### src/rtl/core/dtd_pkg.sv
// Package for the date-time difference block: word layouts and calendar tables.
// No dependencies; every other file of the block imports it.

package dtd_pkg;

    // Widths of the fields of a date-time and of the result.
    localparam int DAY_W     = 5;
    localparam int MONTH_W   = 4;
    localparam int YEAR_W    = 14;
    localparam int HOUR_W    = 5;
    localparam int MINUTE_W  = 6;
    localparam int SECOND_W  = 6;
    localparam int DAYS_W    = 22;

    // Calendar limits.
    localparam logic [YEAR_W-1:0]   YEAR_MAX   = 14'd9999;
    localparam logic [HOUR_W-1:0]   HOUR_MAX   = 5'd23;
    localparam logic [MINUTE_W-1:0] MINUTE_MAX = 6'd59;
    localparam logic [SECOND_W-1:0] SECOND_MAX = 6'd59;

    // Reciprocal of 100 as a 19-bit fraction; exact for dividends below 43699.
    localparam int RECIP100_W     = 13;
    localparam int RECIP100_SHIFT = 19;
    localparam logic [RECIP100_W-1:0] RECIP100 = 13'd5243;
    localparam int QUOT_W = 9;

    // Month codes used by the range check and the leap-day adjustment.
    localparam logic [MONTH_W-1:0] MONTH_JAN = 4'd1;
    localparam logic [MONTH_W-1:0] MONTH_FEB = 4'd2;
    localparam logic [MONTH_W-1:0] MONTH_DEC = 4'd12;

    // Input word: two date-times.
    typedef struct packed {
        logic [DAY_W-1:0]    first_day;
        logic [MONTH_W-1:0]  first_month;
        logic [YEAR_W-1:0]   first_year;
        logic [HOUR_W-1:0]   first_hour;
        logic [MINUTE_W-1:0] first_minute;
        logic [SECOND_W-1:0] first_second;
        logic [DAY_W-1:0]    second_day;
        logic [MONTH_W-1:0]  second_month;
        logic [YEAR_W-1:0]   second_year;
        logic [HOUR_W-1:0]   second_hour;
        logic [MINUTE_W-1:0] second_minute;
        logic [SECOND_W-1:0] second_second;
    } dtd_pair_t;

    // Output word: the absolute difference.
    typedef struct packed {
        logic                invalid;
        logic [DAYS_W-1:0]   day_span;
        logic [HOUR_W-1:0]   hour_span;
        logic [MINUTE_W-1:0] minute_span;
        logic [SECOND_W-1:0] second_span;
    } dtd_span_t;

    // One date-time as handed to the day-count converter.
    typedef struct packed {
        logic [DAY_W-1:0]    day;
        logic [MONTH_W-1:0]  month;
        logic [YEAR_W-1:0]   year;
        logic [HOUR_W-1:0]   hour;
        logic [MINUTE_W-1:0] minute;
        logic [SECOND_W-1:0] second;
    } dtd_stamp_t;

    // Converter result: validity, day number since year 0 and time of day.
    typedef struct packed {
        logic                ok;
        logic [DAYS_W-1:0]   days;
        logic [HOUR_W-1:0]   hour;
        logic [MINUTE_W-1:0] minute;
        logic [SECOND_W-1:0] second;
    } dtd_days_t;

    // Days in the year before the first of the given month (common year).
    function automatic logic [8:0] days_before(input logic [MONTH_W-1:0] month);
        logic [8:0] d;
        case (month)
            4'd1:    d = 9'd0;
            4'd2:    d = 9'd31;
            4'd3:    d = 9'd59;
            4'd4:    d = 9'd90;
            4'd5:    d = 9'd120;
            4'd6:    d = 9'd151;
            4'd7:    d = 9'd181;
            4'd8:    d = 9'd212;
            4'd9:    d = 9'd243;
            4'd10:   d = 9'd273;
            4'd11:   d = 9'd304;
            4'd12:   d = 9'd334;
            default: d = 9'd0;
        endcase
        return d;
    endfunction

    // Length of the given month, February taking the leap flag into account.
    function automatic logic [DAY_W-1:0] month_len(input logic [MONTH_W-1:0] month,
                                                  input logic leap);
        logic [DAY_W-1:0] n;
        case (month)
            4'd2:                      n = leap ? 5'd29 : 5'd28;
            4'd4, 4'd6, 4'd9, 4'd11:   n = 5'd30;
            default:                   n = 5'd31;
        endcase
        return n;
    endfunction

endpackage

### src/rtl/core/dtd_stamp_if.sv
// Input channel of the date-time difference block: valid, ready and a pair word.
// Depends on dtd_pkg for the word layout.

interface dtd_stamp_if;
    import dtd_pkg::*;

    logic      valid;
    logic      ready;
    dtd_pair_t data;

    modport source (output valid, output data, input ready);
    modport sink   (input valid, input data, output ready);
endinterface

### src/rtl/core/dtd_span_if.sv
// Output channel of the date-time difference block: valid, ready and a span word.
// Depends on dtd_pkg for the word layout.

interface dtd_span_if;
    import dtd_pkg::*;

    logic      valid;
    logic      ready;
    dtd_span_t data;

    modport source (output valid, output data, input ready);
    modport sink   (input valid, input data, output ready);
endinterface

### src/rtl/core/dtd_to_days.sv
// Two-stage converter from one date-time to a validity flag and a day number.
// Depends on dtd_pkg for types, limits and calendar tables.

module dtd_to_days
    import dtd_pkg::*;
(
    input  logic       clk,
    input  logic       en,
    input  dtd_stamp_t stamp,
    output dtd_days_t  result
);

    // Stage A registers.
    logic [YEAR_W-1:0]   year_reg;
    logic [DAY_W-1:0]    day_reg;
    logic [MONTH_W-1:0]  month_reg;
    logic [HOUR_W-1:0]   hour_reg;
    logic [MINUTE_W-1:0] minute_reg;
    logic [SECOND_W-1:0] second_reg;
    logic                range_ok_reg;
    logic [DAYS_W-1:0]   y365_reg;
    logic [YEAR_W-2:0]   q4_reg;
    logic [QUOT_W-1:0]   q100_reg;
    logic [QUOT_W-1:0]   q400_reg;
    logic [QUOT_W-1:0]   qy_reg;

    // Stage A next values.
    logic                range_ok_next;
    logic [DAYS_W-1:0]   y365_next;
    logic [YEAR_W:0]     y3;
    logic [YEAR_W:0]     y99;
    logic [YEAR_W:0]     y399;
    logic [YEAR_W-2:0]   y399_div4;
    logic [YEAR_W+RECIP100_W:0] prod100;
    logic [YEAR_W+RECIP100_W:0] prod400;
    logic [YEAR_W+RECIP100_W:0] prody;

    // Stage B values.
    logic [YEAR_W-1:0]   rem100;
    logic                leap;
    logic [DAY_W-1:0]    len;
    logic [DAYS_W-1:0]   dom;
    logic [DAYS_W-1:0]   days_next;
    logic                ok_next;

    // Range checks, year times 365 and the leap-day counts as reciprocal products.
    always_comb
    begin
        range_ok_next = (stamp.month >= MONTH_JAN) && (stamp.month <= MONTH_DEC)
                     && (stamp.year <= YEAR_MAX) && (stamp.hour <= HOUR_MAX)
                     && (stamp.minute <= MINUTE_MAX) && (stamp.second <= SECOND_MAX);
        y365_next = DAYS_W'(stamp.year) * DAYS_W'(365);
        y3        = {1'b0, stamp.year} + (YEAR_W+1)'(3);
        y99       = {1'b0, stamp.year} + (YEAR_W+1)'(99);
        y399      = {1'b0, stamp.year} + (YEAR_W+1)'(399);
        y399_div4 = y399[YEAR_W:2];
        prod100   = (YEAR_W+RECIP100_W+1)'(y99) * (YEAR_W+RECIP100_W+1)'(RECIP100);
        prod400   = (YEAR_W+RECIP100_W+1)'(y399_div4) * (YEAR_W+RECIP100_W+1)'(RECIP100);
        prody     = (YEAR_W+RECIP100_W+1)'(stamp.year) * (YEAR_W+RECIP100_W+1)'(RECIP100);
    end

    always_ff @(posedge clk)
    begin
        if (en)
        begin
            year_reg     <= stamp.year;
            day_reg      <= stamp.day;
            month_reg    <= stamp.month;
            hour_reg     <= stamp.hour;
            minute_reg   <= stamp.minute;
            second_reg   <= stamp.second;
            range_ok_reg <= range_ok_next;
            y365_reg     <= y365_next;
            q4_reg       <= y3[YEAR_W:2];
            q100_reg     <= prod100[RECIP100_SHIFT+QUOT_W-1:RECIP100_SHIFT];
            q400_reg     <= prod400[RECIP100_SHIFT+QUOT_W-1:RECIP100_SHIFT];
            qy_reg       <= prody[RECIP100_SHIFT+QUOT_W-1:RECIP100_SHIFT];
        end
    end

    // Leap rule, day-of-month check and the day number since year 0.
    always_comb
    begin
        rem100 = year_reg - YEAR_W'(qy_reg) * YEAR_W'(100);
        leap   = (year_reg[1:0] == 2'b00) && ((rem100 != '0) || (qy_reg[1:0] == 2'b00));
        len    = month_len(month_reg, leap);
        ok_next = range_ok_reg && (day_reg != '0) && (day_reg <= len);
        dom    = DAYS_W'(days_before(month_reg)) + DAYS_W'(day_reg) - DAYS_W'(1)
               + DAYS_W'((month_reg > MONTH_FEB) && leap);
        days_next = y365_reg + DAYS_W'(q4_reg) - DAYS_W'(q100_reg)
                  + DAYS_W'(q400_reg) + dom;
    end

    always_ff @(posedge clk)
    begin
        if (en)
        begin
            result.ok     <= ok_next;
            result.days   <= days_next;
            result.hour   <= hour_reg;
            result.minute <= minute_reg;
            result.second <= second_reg;
        end
    end

endmodule

### src/rtl/core/datetime_difference.sv
// Top level of the date-time difference block: validation, ordering and subtraction.
// Depends on dtd_pkg, dtd_stamp_if, dtd_span_if and dtd_to_days.

// A word holds two Gregorian date-times (years 0 to 9999, proleptic calendar).
// The block checks both and returns their absolute difference as days, hours,
// minutes and seconds, or the invalid flag with all spans zero when either
// date-time is malformed. It takes one word per clock cycle while the pipeline
// is not held. A word passes through four register stages: two in each
// day-number converter, one for the compare and swap, and the output register
// after the mixed-radix subtraction. When the output is not taken the whole
// pipeline holds, and ready stays high while the output register is empty or
// being read.

module datetime_difference
    import dtd_pkg::*;
(
    input  logic clk,
    input  logic rst_n,
    dtd_stamp_if.sink   stamps,
    dtd_span_if.source  span
);

    localparam int KEY_W = DAYS_W + HOUR_W + MINUTE_W + SECOND_W;

    logic       en;
    logic       v_a_reg;
    logic       v_b_reg;
    logic       v_c_reg;
    logic       v_d_reg;
    dtd_stamp_t stamp_first;
    dtd_stamp_t stamp_second;
    dtd_days_t  days_first;
    dtd_days_t  days_second;

    // Stage C registers: ordered pair.
    dtd_days_t  big_reg;
    dtd_days_t  small_reg;
    logic       invalid_reg;

    logic [KEY_W-1:0] key_first;
    logic [KEY_W-1:0] key_second;
    logic             first_ge;

    // Stage D (output) signals.
    dtd_span_t        span_reg;
    dtd_span_t        span_next;
    logic [SECOND_W:0] sec_diff;
    logic [MINUTE_W:0] min_diff;
    logic [HOUR_W:0]   hour_diff;
    logic              borrow_s;
    logic              borrow_m;
    logic              borrow_h;

    // The pipeline moves whenever the output register is free or being read.
    assign en           = !v_d_reg || span.ready;
    assign stamps.ready = en;
    assign span.valid   = v_d_reg;
    assign span.data    = span_reg;

    // Split the input word into its two date-times.
    always_comb
    begin
        stamp_first.day     = stamps.data.first_day;
        stamp_first.month   = stamps.data.first_month;
        stamp_first.year    = stamps.data.first_year;
        stamp_first.hour    = stamps.data.first_hour;
        stamp_first.minute  = stamps.data.first_minute;
        stamp_first.second  = stamps.data.first_second;
        stamp_second.day    = stamps.data.second_day;
        stamp_second.month  = stamps.data.second_month;
        stamp_second.year   = stamps.data.second_year;
        stamp_second.hour   = stamps.data.second_hour;
        stamp_second.minute = stamps.data.second_minute;
        stamp_second.second = stamps.data.second_second;
    end

    dtd_to_days u_conv_first
    (
        .clk    (clk),
        .en     (en),
        .stamp  (stamp_first),
        .result (days_first)
    );

    dtd_to_days u_conv_second
    (
        .clk    (clk),
        .en     (en),
        .stamp  (stamp_second),
        .result (days_second)
    );

    // Valid bits travel alongside the data through all four stages.
    always_ff @(posedge clk or negedge rst_n)
    begin
        if (!rst_n)
        begin
            v_a_reg <= 1'b0;
            v_b_reg <= 1'b0;
            v_c_reg <= 1'b0;
            v_d_reg <= 1'b0;
        end
        else if (en)
        begin
            v_a_reg <= stamps.valid;
            v_b_reg <= v_a_reg;
            v_c_reg <= v_b_reg;
            v_d_reg <= v_c_reg;
        end
    end

    // Order the two moments; fields are in range, so the packed key compares
    // lexicographically by day, hour, minute and second.
    always_comb
    begin
        key_first  = {days_first.days, days_first.hour, days_first.minute,
                      days_first.second};
        key_second = {days_second.days, days_second.hour, days_second.minute,
                      days_second.second};
        first_ge   = key_first >= key_second;
    end

    always_ff @(posedge clk)
    begin
        if (en)
        begin
            big_reg     <= first_ge ? days_first : days_second;
            small_reg   <= first_ge ? days_second : days_first;
            invalid_reg <= !(days_first.ok && days_second.ok);
        end
    end

    // Mixed-radix subtraction with borrows from seconds up to days.
    always_comb
    begin
        sec_diff  = {1'b0, big_reg.second} - {1'b0, small_reg.second};
        borrow_s  = sec_diff[SECOND_W];
        min_diff  = {1'b0, big_reg.minute} - {1'b0, small_reg.minute}
                  - (MINUTE_W+1)'(borrow_s);
        borrow_m  = min_diff[MINUTE_W];
        hour_diff = {1'b0, big_reg.hour} - {1'b0, small_reg.hour}
                  - (HOUR_W+1)'(borrow_m);
        borrow_h  = hour_diff[HOUR_W];

        span_next.invalid     = invalid_reg;
        span_next.second_span = borrow_s ? sec_diff[SECOND_W-1:0] + SECOND_W'(60)
                                         : sec_diff[SECOND_W-1:0];
        span_next.minute_span = borrow_m ? min_diff[MINUTE_W-1:0] + MINUTE_W'(60)
                                         : min_diff[MINUTE_W-1:0];
        span_next.hour_span   = borrow_h ? hour_diff[HOUR_W-1:0] + HOUR_W'(24)
                                         : hour_diff[HOUR_W-1:0];
        span_next.day_span    = big_reg.days - small_reg.days - DAYS_W'(borrow_h);

        // An invalid pair reports zero spans.
        if (invalid_reg)
        begin
            span_next.second_span = '0;
            span_next.minute_span = '0;
            span_next.hour_span   = '0;
            span_next.day_span    = '0;
        end
    end

    always_ff @(posedge clk)
    begin
        if (en)
        begin
            span_reg <= span_next;
        end
    end

endmodule

### src/flat_wrapper.sv
// flat-port wrapper written by rule: the top's interface ports become plain ports
module datetime_difference_flat import dtd_pkg::*;
  (clk, rst_n, stamps_valid, stamps_data, stamps_ready, span_valid, span_data, span_ready);
  dtd_stamp_if stamps_i ();
  dtd_span_if span_i ();
  input  logic clk;
  input  logic rst_n;
  input wire logic [$bits(stamps_i.valid)-1:0] stamps_valid;
  input wire logic [$bits(stamps_i.data)-1:0] stamps_data;
  output wire logic [$bits(stamps_i.ready)-1:0] stamps_ready;
  output wire logic [$bits(span_i.valid)-1:0] span_valid;
  output wire logic [$bits(span_i.data)-1:0] span_data;
  input wire logic [$bits(span_i.ready)-1:0] span_ready;
  assign stamps_i.valid = stamps_valid;
  assign stamps_i.data = stamps_data;
  assign stamps_ready = stamps_i.ready;
  assign span_valid = span_i.valid;
  assign span_data = span_i.data;
  assign span_i.ready = span_ready;
  datetime_difference u_core (.clk(clk), .rst_n(rst_n), .stamps(stamps_i), .span(span_i));
endmodule
### config.mk
export PLATFORM = sky130hd
export DESIGN_NAME = datetime_difference_flat
export DESIGN_NICKNAME = d
export VERILOG_FILES = /design/src/rtl/core/dtd_pkg.sv /design/src/rtl/core/dtd_stamp_if.sv /design/src/rtl/core/dtd_span_if.sv /design/src/rtl/core/dtd_to_days.sv /design/src/rtl/core/datetime_difference.sv /design/src/flat_wrapper.sv
export SDC_FILE = /design/constraint.sdc
export NUM_CORES = 2
export LEC_CHECK = 0
export BUFFER_PORTS_ARGS = -buffer_cell sky130_fd_sc_hd__buf_2
export CAP_MARGIN = 40
export CORE_MARGIN = 1.5
export CORE_UTILIZATION = 56
export CTS_CLUSTER_DIAMETER = 80
export DETAILED_ROUTE_END_ITERATION = 16
export PLACE_DENSITY = 0.76
export SLEW_MARGIN = 10
export SYNTH_ARGS = -nofsm -noshare
export SYNTH_HDL_FRONTEND = slang
export SYNTH_SLANG_ARGS = --single-unit
export TNS_END_PERCENT = 50
### constraint.sdc
create_clock -name clk -period 17.5 [get_ports clk]
set_input_delay 2.625 -clock clk [delete_from_list [all_inputs] [get_ports clk]]
set_output_delay 2.625 -clock clk [all_outputs]
set_load 0.01 [all_outputs]
* Word-level counts from Yosys, hierarchy flattened *
Memory sizes are Yosys's and may differ from the RTL's. A register that Yosys moved wholly into a read port is not among the register bits.
Index checks and enable logic that the tools add are counted.

storage, ports and cells
  output and inout port bits = 42
  bits in read-only memories = 288
  bits in latches = 0
  input bits = 84
  word-level logic and storage cells = 168
  register bits = 403
  memories = 2
  RAM bits = 0

memories
  name             words  bits a word  rd ports  clocked after Yosys merged registers in  write ports  RTL line       source
  (no name shown)  16     9            1         1                                        0            dtd_pkg.sv:79  case (month)
  (no name shown)  16     9            1         1                                        0            dtd_pkg.sv:79

operators by class
  eq/ne operators = 10
  shift operators = 0
  reduce and logical (&&, ||, !) cells = 34
  mux-type cells = 11
  divide/modulo/power cells = 0
  $add $sub $neg = 32
  magnitude comparators = 17
  $mul = 10
  bitwise gates (word level) = 0

operators with widths
  kind                                                     number
  two-way mux 39 bit                                       2
  multiplier 15 x 13 -> 28 bit (second input constant)     2
  multiplier 14 x 13 -> 27 bit (second input constant)     2
  multiplier 13 x 13 -> 26 bit (second input constant)     2
  adder 22 x 13 -> 22 bit                                  2
  adder 22 bit                                             2
  adder 22 x 7 -> 22 bit                                   2
  multiplier 14 x 9 -> 22 bit (second input constant)      2
  subtractor 22 x 9 -> 22 bit                              2
  >= comparator 39 bit                                     1
  adder 14 x 2 -> 15 bit (second input constant)           2
  adder 14 x 7 -> 15 bit (second input constant)           2
  adder 14 x 9 -> 15 bit (second input constant)           2
  less-or-equal comparator 14 bit (second input constant)  2
  nonzero test 14 bit                                      2
  subtractor 14 bit                                        2
  adder 11 x 2 -> 12 bit                                   2
  less-or-equal comparator 6 bit (second input constant)   4
  multiplier 8 x 5 -> 12 bit (second input constant)       2
  subtractor 10 x 1 -> 11 bit (second input constant)      2
  subtractor 22 x 1 -> 22 bit                              1
  subtractor 22 bit                                        1
  adder 9 x 5 -> 10 bit                                    2
  logical AND 1 bit                                        19
  24 further kinds                                         50

* Longest topological paths before layout *
  depth after elaboration = 9
  depth in mapped cells = 38
  mapped depth without buffers = 38

* Cells and area by module *
A second synthesis with hierarchy kept.

unflattened totals
  cells, all modules = 4725
  area, all modules = 50494.7 µm²

modules (own cells, without submodules)
  module                               instances  cells each  sequential area each (µm²)  area each (µm²)
  dtd_to_days at u_core.u_conv_first   1          1984        4324.1                      21047.7
  dtd_to_days at u_core.u_conv_second  1          1980        4324.1                      21028.9
  datetime_difference                  1          761         3673.5                      8418.1

* Worst setup path before layout *
OpenSTA, ideal clock, no wires.

  path kind = input to register
  from = input port span_ready
  to = register with a tool-made name
  buffers on the path = 2
  setup time = 145 ps
  data required time = 17355 ps
  arrival time = 17799 ps
  path slack = -444 ps
  cell stages on the path = 7
  path through = nand2b_1 -> clkbuf_1 -> buf_1 -> mux2i_1 -> ha_1 -> o21ai_0 -> mux2i_1

RTL lines
  item         RTL line            source
  from (decl)  flat_wrapper.sv:13  input wire logic [$bits(span_i.ready)-1:0] span_ready;

* Worst setup path in the final report *
  from = input port stamps_data[58]
  to = register u_core.u_conv_first.q400_reg[6] (data pin)

between the ends
  longest elaborated chain between the ends = 2

RTL lines
  item                                       RTL line           source
  from (decl)                                flat_wrapper.sv:9  input wire logic [$bits(stamps_i.data)-1:0] stamps_data;
  adder 14 x 9 -> 15 bit                     dtd_to_days.sv:55  y399 = {1'b0, stamp.year} + (YEAR_W+1)'(399);
  multiplier 13 x 13 -> 26 bit               dtd_to_days.sv:58  prod400 = (YEAR_W+RECIP100_W+1)'(y399_div4) * (YEAR_W+RECIP100_W+1)'(RECIP100);
  named net u_core.u_conv_first.prod400[25]  dtd_to_days.sv:35  logic [YEAR_W+RECIP100_W:0] prod400;
  to (signal assigned)                       dtd_to_days.sv:76  q400_reg <= prod400[RECIP100_SHIFT+QUOT_W-1:RECIP100_SHIFT];
  to (decl)                                  dtd_to_days.sv:24  logic [QUOT_W-1:0] q400_reg;

The timed path passes the listed nets, and every way through them passes these cells.
A chain may end at the register's enable or synchronous reset.

==> metrics <==
vias per std cell=~5.3; DRC=0; Worst Tran Pin Value=about 0.96 ns; number of flops mapped to enable cells by yosys=395; # Post-CTS Setup Buffers=0; Syn Area/Cell=roughly 11 um^2; vias in the first global route=33039; global placer's final weighted congestion=between 0.9 and 1; post-route antenna net violation count=0; Starting Density=0.566; global-route usage over all layers=0.229; CTS tree=built; Hold Path Depth=0; HP Start=u_core.u_conv_first.minute_reg[2]; clock-pin slew on the worst setup and hold paths=roughly 0.06 ns; share of cells above drive strength 1=0.0655; maximum number of pins on one net before global-route repair=64; # hold bufs at CTS=0; drt first-iter violations=between 1500 and 2000; number of unique standard cell types used by synthesis=between 70 and 80; dpl cell area=between 50000 and 60000 um^2; Setup Skew=roughly 0.040 ns; IO Count=approximately 130; post-synthesis mux area share=0.0213; Final Hold Fails=0; Area Overhead vs Synth=7.74%; via count=31670; main combinational cell family by area after synthesis=adder cells; reg2reg start=u_core.big_reg[0]; CTS Buf Count=48; Setup TNS Final=0 ns; ys async rst share=0.00959; Seq/Total Area, Yosys=0.246; Setup crit start kind=input port; f_max=106 MHz; Compound-Gate Fraction of Synth Area=0.0667; input/output buffers=125; Post-CTS Resized=0; Worst Hold Class=flip-flop to flip-flop; R2R Setup Slk=roughly 8.6 ns; WHS=~0.41 ns; NumNets Final=~6500; Clock Tree Buf Depth=3; post-synthesis simple-gate area fraction=0.0556; Critical Path End Type=flip-flop; worst r2r path cells=38; core area=88400 um^2; Mapped Area=~50000 um^2; Max Cap Viol=0; Chip Height=slightly above 300 um; Root Buffer=clkbuf_16; Post-Syn Instances=about 4600; Slew Limit Fails=0; Setup Viol. Count Final=0; status=finished clean; Slew HR=0.357; Top FF cell, synth=edfxtp_1; Overflow after GRT=0; Site Rows=about 110; capture point of the worst reg-to-reg path=u_core.span.data[35]; post-synthesis adder-cell area fraction=0.470; Post-Layout Cell Count=about 6000; Chip Width=about 300 um; die area=slightly above 90000 um^2; Final Instance Area=between 50000 and 60000 um^2; XOR/XNOR Fraction of Synth Area=0.0487; Placed Cells=5917; routed length per instance=16.7 um; critical path class=input port to flip-flop; latest clock arrival within the worst-skew pair=between 0.6 and 0.7 ns; minimum clock period=approximately 9.4 ns; RSZ-0062 raised after global routing=false; syn_nets=roughly 6300; hold path endpoint=u_core.u_conv_first.result[8]; Critical Path Fanout Max=9; H-tree depth=2; DRT Pass-1 Iters=5; post-detail-place hpwl=about 85000 um; DRT Wirelength=100000 um; final cycle utilization of the critical path=0.537; CP required=approximately 18 ns; antenna violations before repair=3; CTS sink cnt=about 420; first-pass GRT wire length=approximately 170000 um; Synth Register Bits=417; yosys warns=0; Critical Path AT=just under 10 ns
==> Yosys cell counts, types with 14 or more instances <==
master / number / area (um^2)
mux2_2: 64 / 721
inv_1: 1179 / 4430
nor3_1: 59 / 295
or3_1: 22 / 138
and3_1: 21 / 131
and2_1: 14 / 87.6
fa_1: 528 / 10600
edfxtp_1: 395 / 11900
dfxtp_1: 18 / 360
nor2_1: 148 / 556
o211ai_1: 17 / 128
a21oi_1: 145 / 726
xor2_1: 69 / 604
ha_1: 1035 / 12900
nand2b_1: 33 / 206
nand4_1: 27 / 169
o21a_1: 36 / 270
o21bai_1: 20 / 150
a21o_1: 57 / 428
xnor2_1: 204 / 1790
nand2_1: 112 / 420
a31oi_1: 17 / 106
mux2_1: 21 / 236
o21ai_0: 87 / 435
a211oi_1: 26 / 195
nand3_1: 59 / 295
nor2b_1: 36 / 225
==> cell families (layout without fill, tap and decap cells) <==
kind of cell	Yosys count	after routing
AO/OA/AOI/OAI	504	504
XOR/XNOR	275	275
adder cells (fa/ha/maj)	1563	1563
buffers and inverters	1198	1420
flip-flops	417	417
multiplexers	96	96
other	0	1
AND/OR/NAND/NOR	566	566
==> critical path, stage by stage <==
cell      delay (ns)
buf_2           0.18
inv_1           0.24
ha_1            0.36
nand2_1         0.17
a31oi_1         0.28
inv_1           0.07
a21oi_1         0.36
nor2b_1         0.12
xnor2_1         0.50
inv_1           0.22
fa_1            0.54
inv_1           0.04
ha_1            0.26
inv_1           0.05
fa_1            0.50
inv_1           0.06
fa_1            0.45
fa_1            0.48
ha_1            0.32
a21oi_1         0.13
o21ai_0         0.15
nor3_1          0.26
a311oi_1        0.18
o21a_1          0.24
o21a_1          0.21
or4_1           0.42
a31oi_1         0.22
xnor2_1         0.08
==> cell usage in the layout (no fill, tap or decap), types with 11 or more instances in the layout <==
cell type and n:
inv_1 1179, ha_1 1035, fa_1 528, edfxtp_1 395, xnor2_1 204, nor2_1 148
a21oi_1 145, buf_2 125, nand2_1 112, o21ai_0 87, xor2_1 69, mux2_2 64
nand3_1 59, nor3_1 59, a21o_1 57, clkbuf_16 49, nor2b_1 36, o21a_1 36
nand2b_1 32, nand4_1 27, a211oi_1 26, buf_4 26, or3_1 22, and3_1 21
mux2_1 21, o21bai_1 20, dfxtp_1 18, a31oi_1 17, o211ai_1 17, and2_1 14
mux2i_1 11, a2111oi_0 11
==> how the worst max path moves through the flow <==
| stage | endpoint | start | cells past startpoint |
|---|---|---|---|
| 3_3_place_gp | u_core.u_conv_second.q400_reg[6] | stamps_data[19] | 27 |
| 3_5_place_dp | u_core.u_conv_second.q400_reg[6] | stamps_data[19] | 27 |
| 2_1_floorplan | flip-flop | span_ready | 7 |
| 5_1_grt | u_core.u_conv_first.q400_reg[6] | stamps_data[58] | 28 |
| 4_1_cts | u_core.u_conv_first.q400_reg[6] | stamps_data[58] | 28 |
| 6_report | u_core.u_conv_first.q400_reg[6] | stamps_data[58] | 28 |
==> area by class of cell <==
type / count / area, um^2
antenna: 1 / 2.50
clock buffer: 55 / 1250
clock inverter: 33 / 415
fill: 7125 / 34500
inverter: 1179 / 4430
multi-input combinational: 3004 / 33200
sequential: 417 / 12300
tap: 1165 / 1460
timing repair buffer: 153 / 848
==> per-layer routing <==
metal,wire length [um],track usage,vias to the layer above
li1,-,-,15564
met1,44700,0.308,15421
met2,49000,0.402,576
met3,4580,0.0268,105
met4,1770,0.0433,4
met5,26,0,-
==> metrics by stage <==
stage	util	setup slack, ns
floorplan	-	1.12
global placement	0.590	7.75
detailed placement	0.591	7.53
CTS	0.609	8.17
global route	0.610	7.64
finish	0.610	8.11
Power is left out: the tool's default activity adds up to more than one toggle a clock period on the data nets, which glitch-free logic cannot reach.
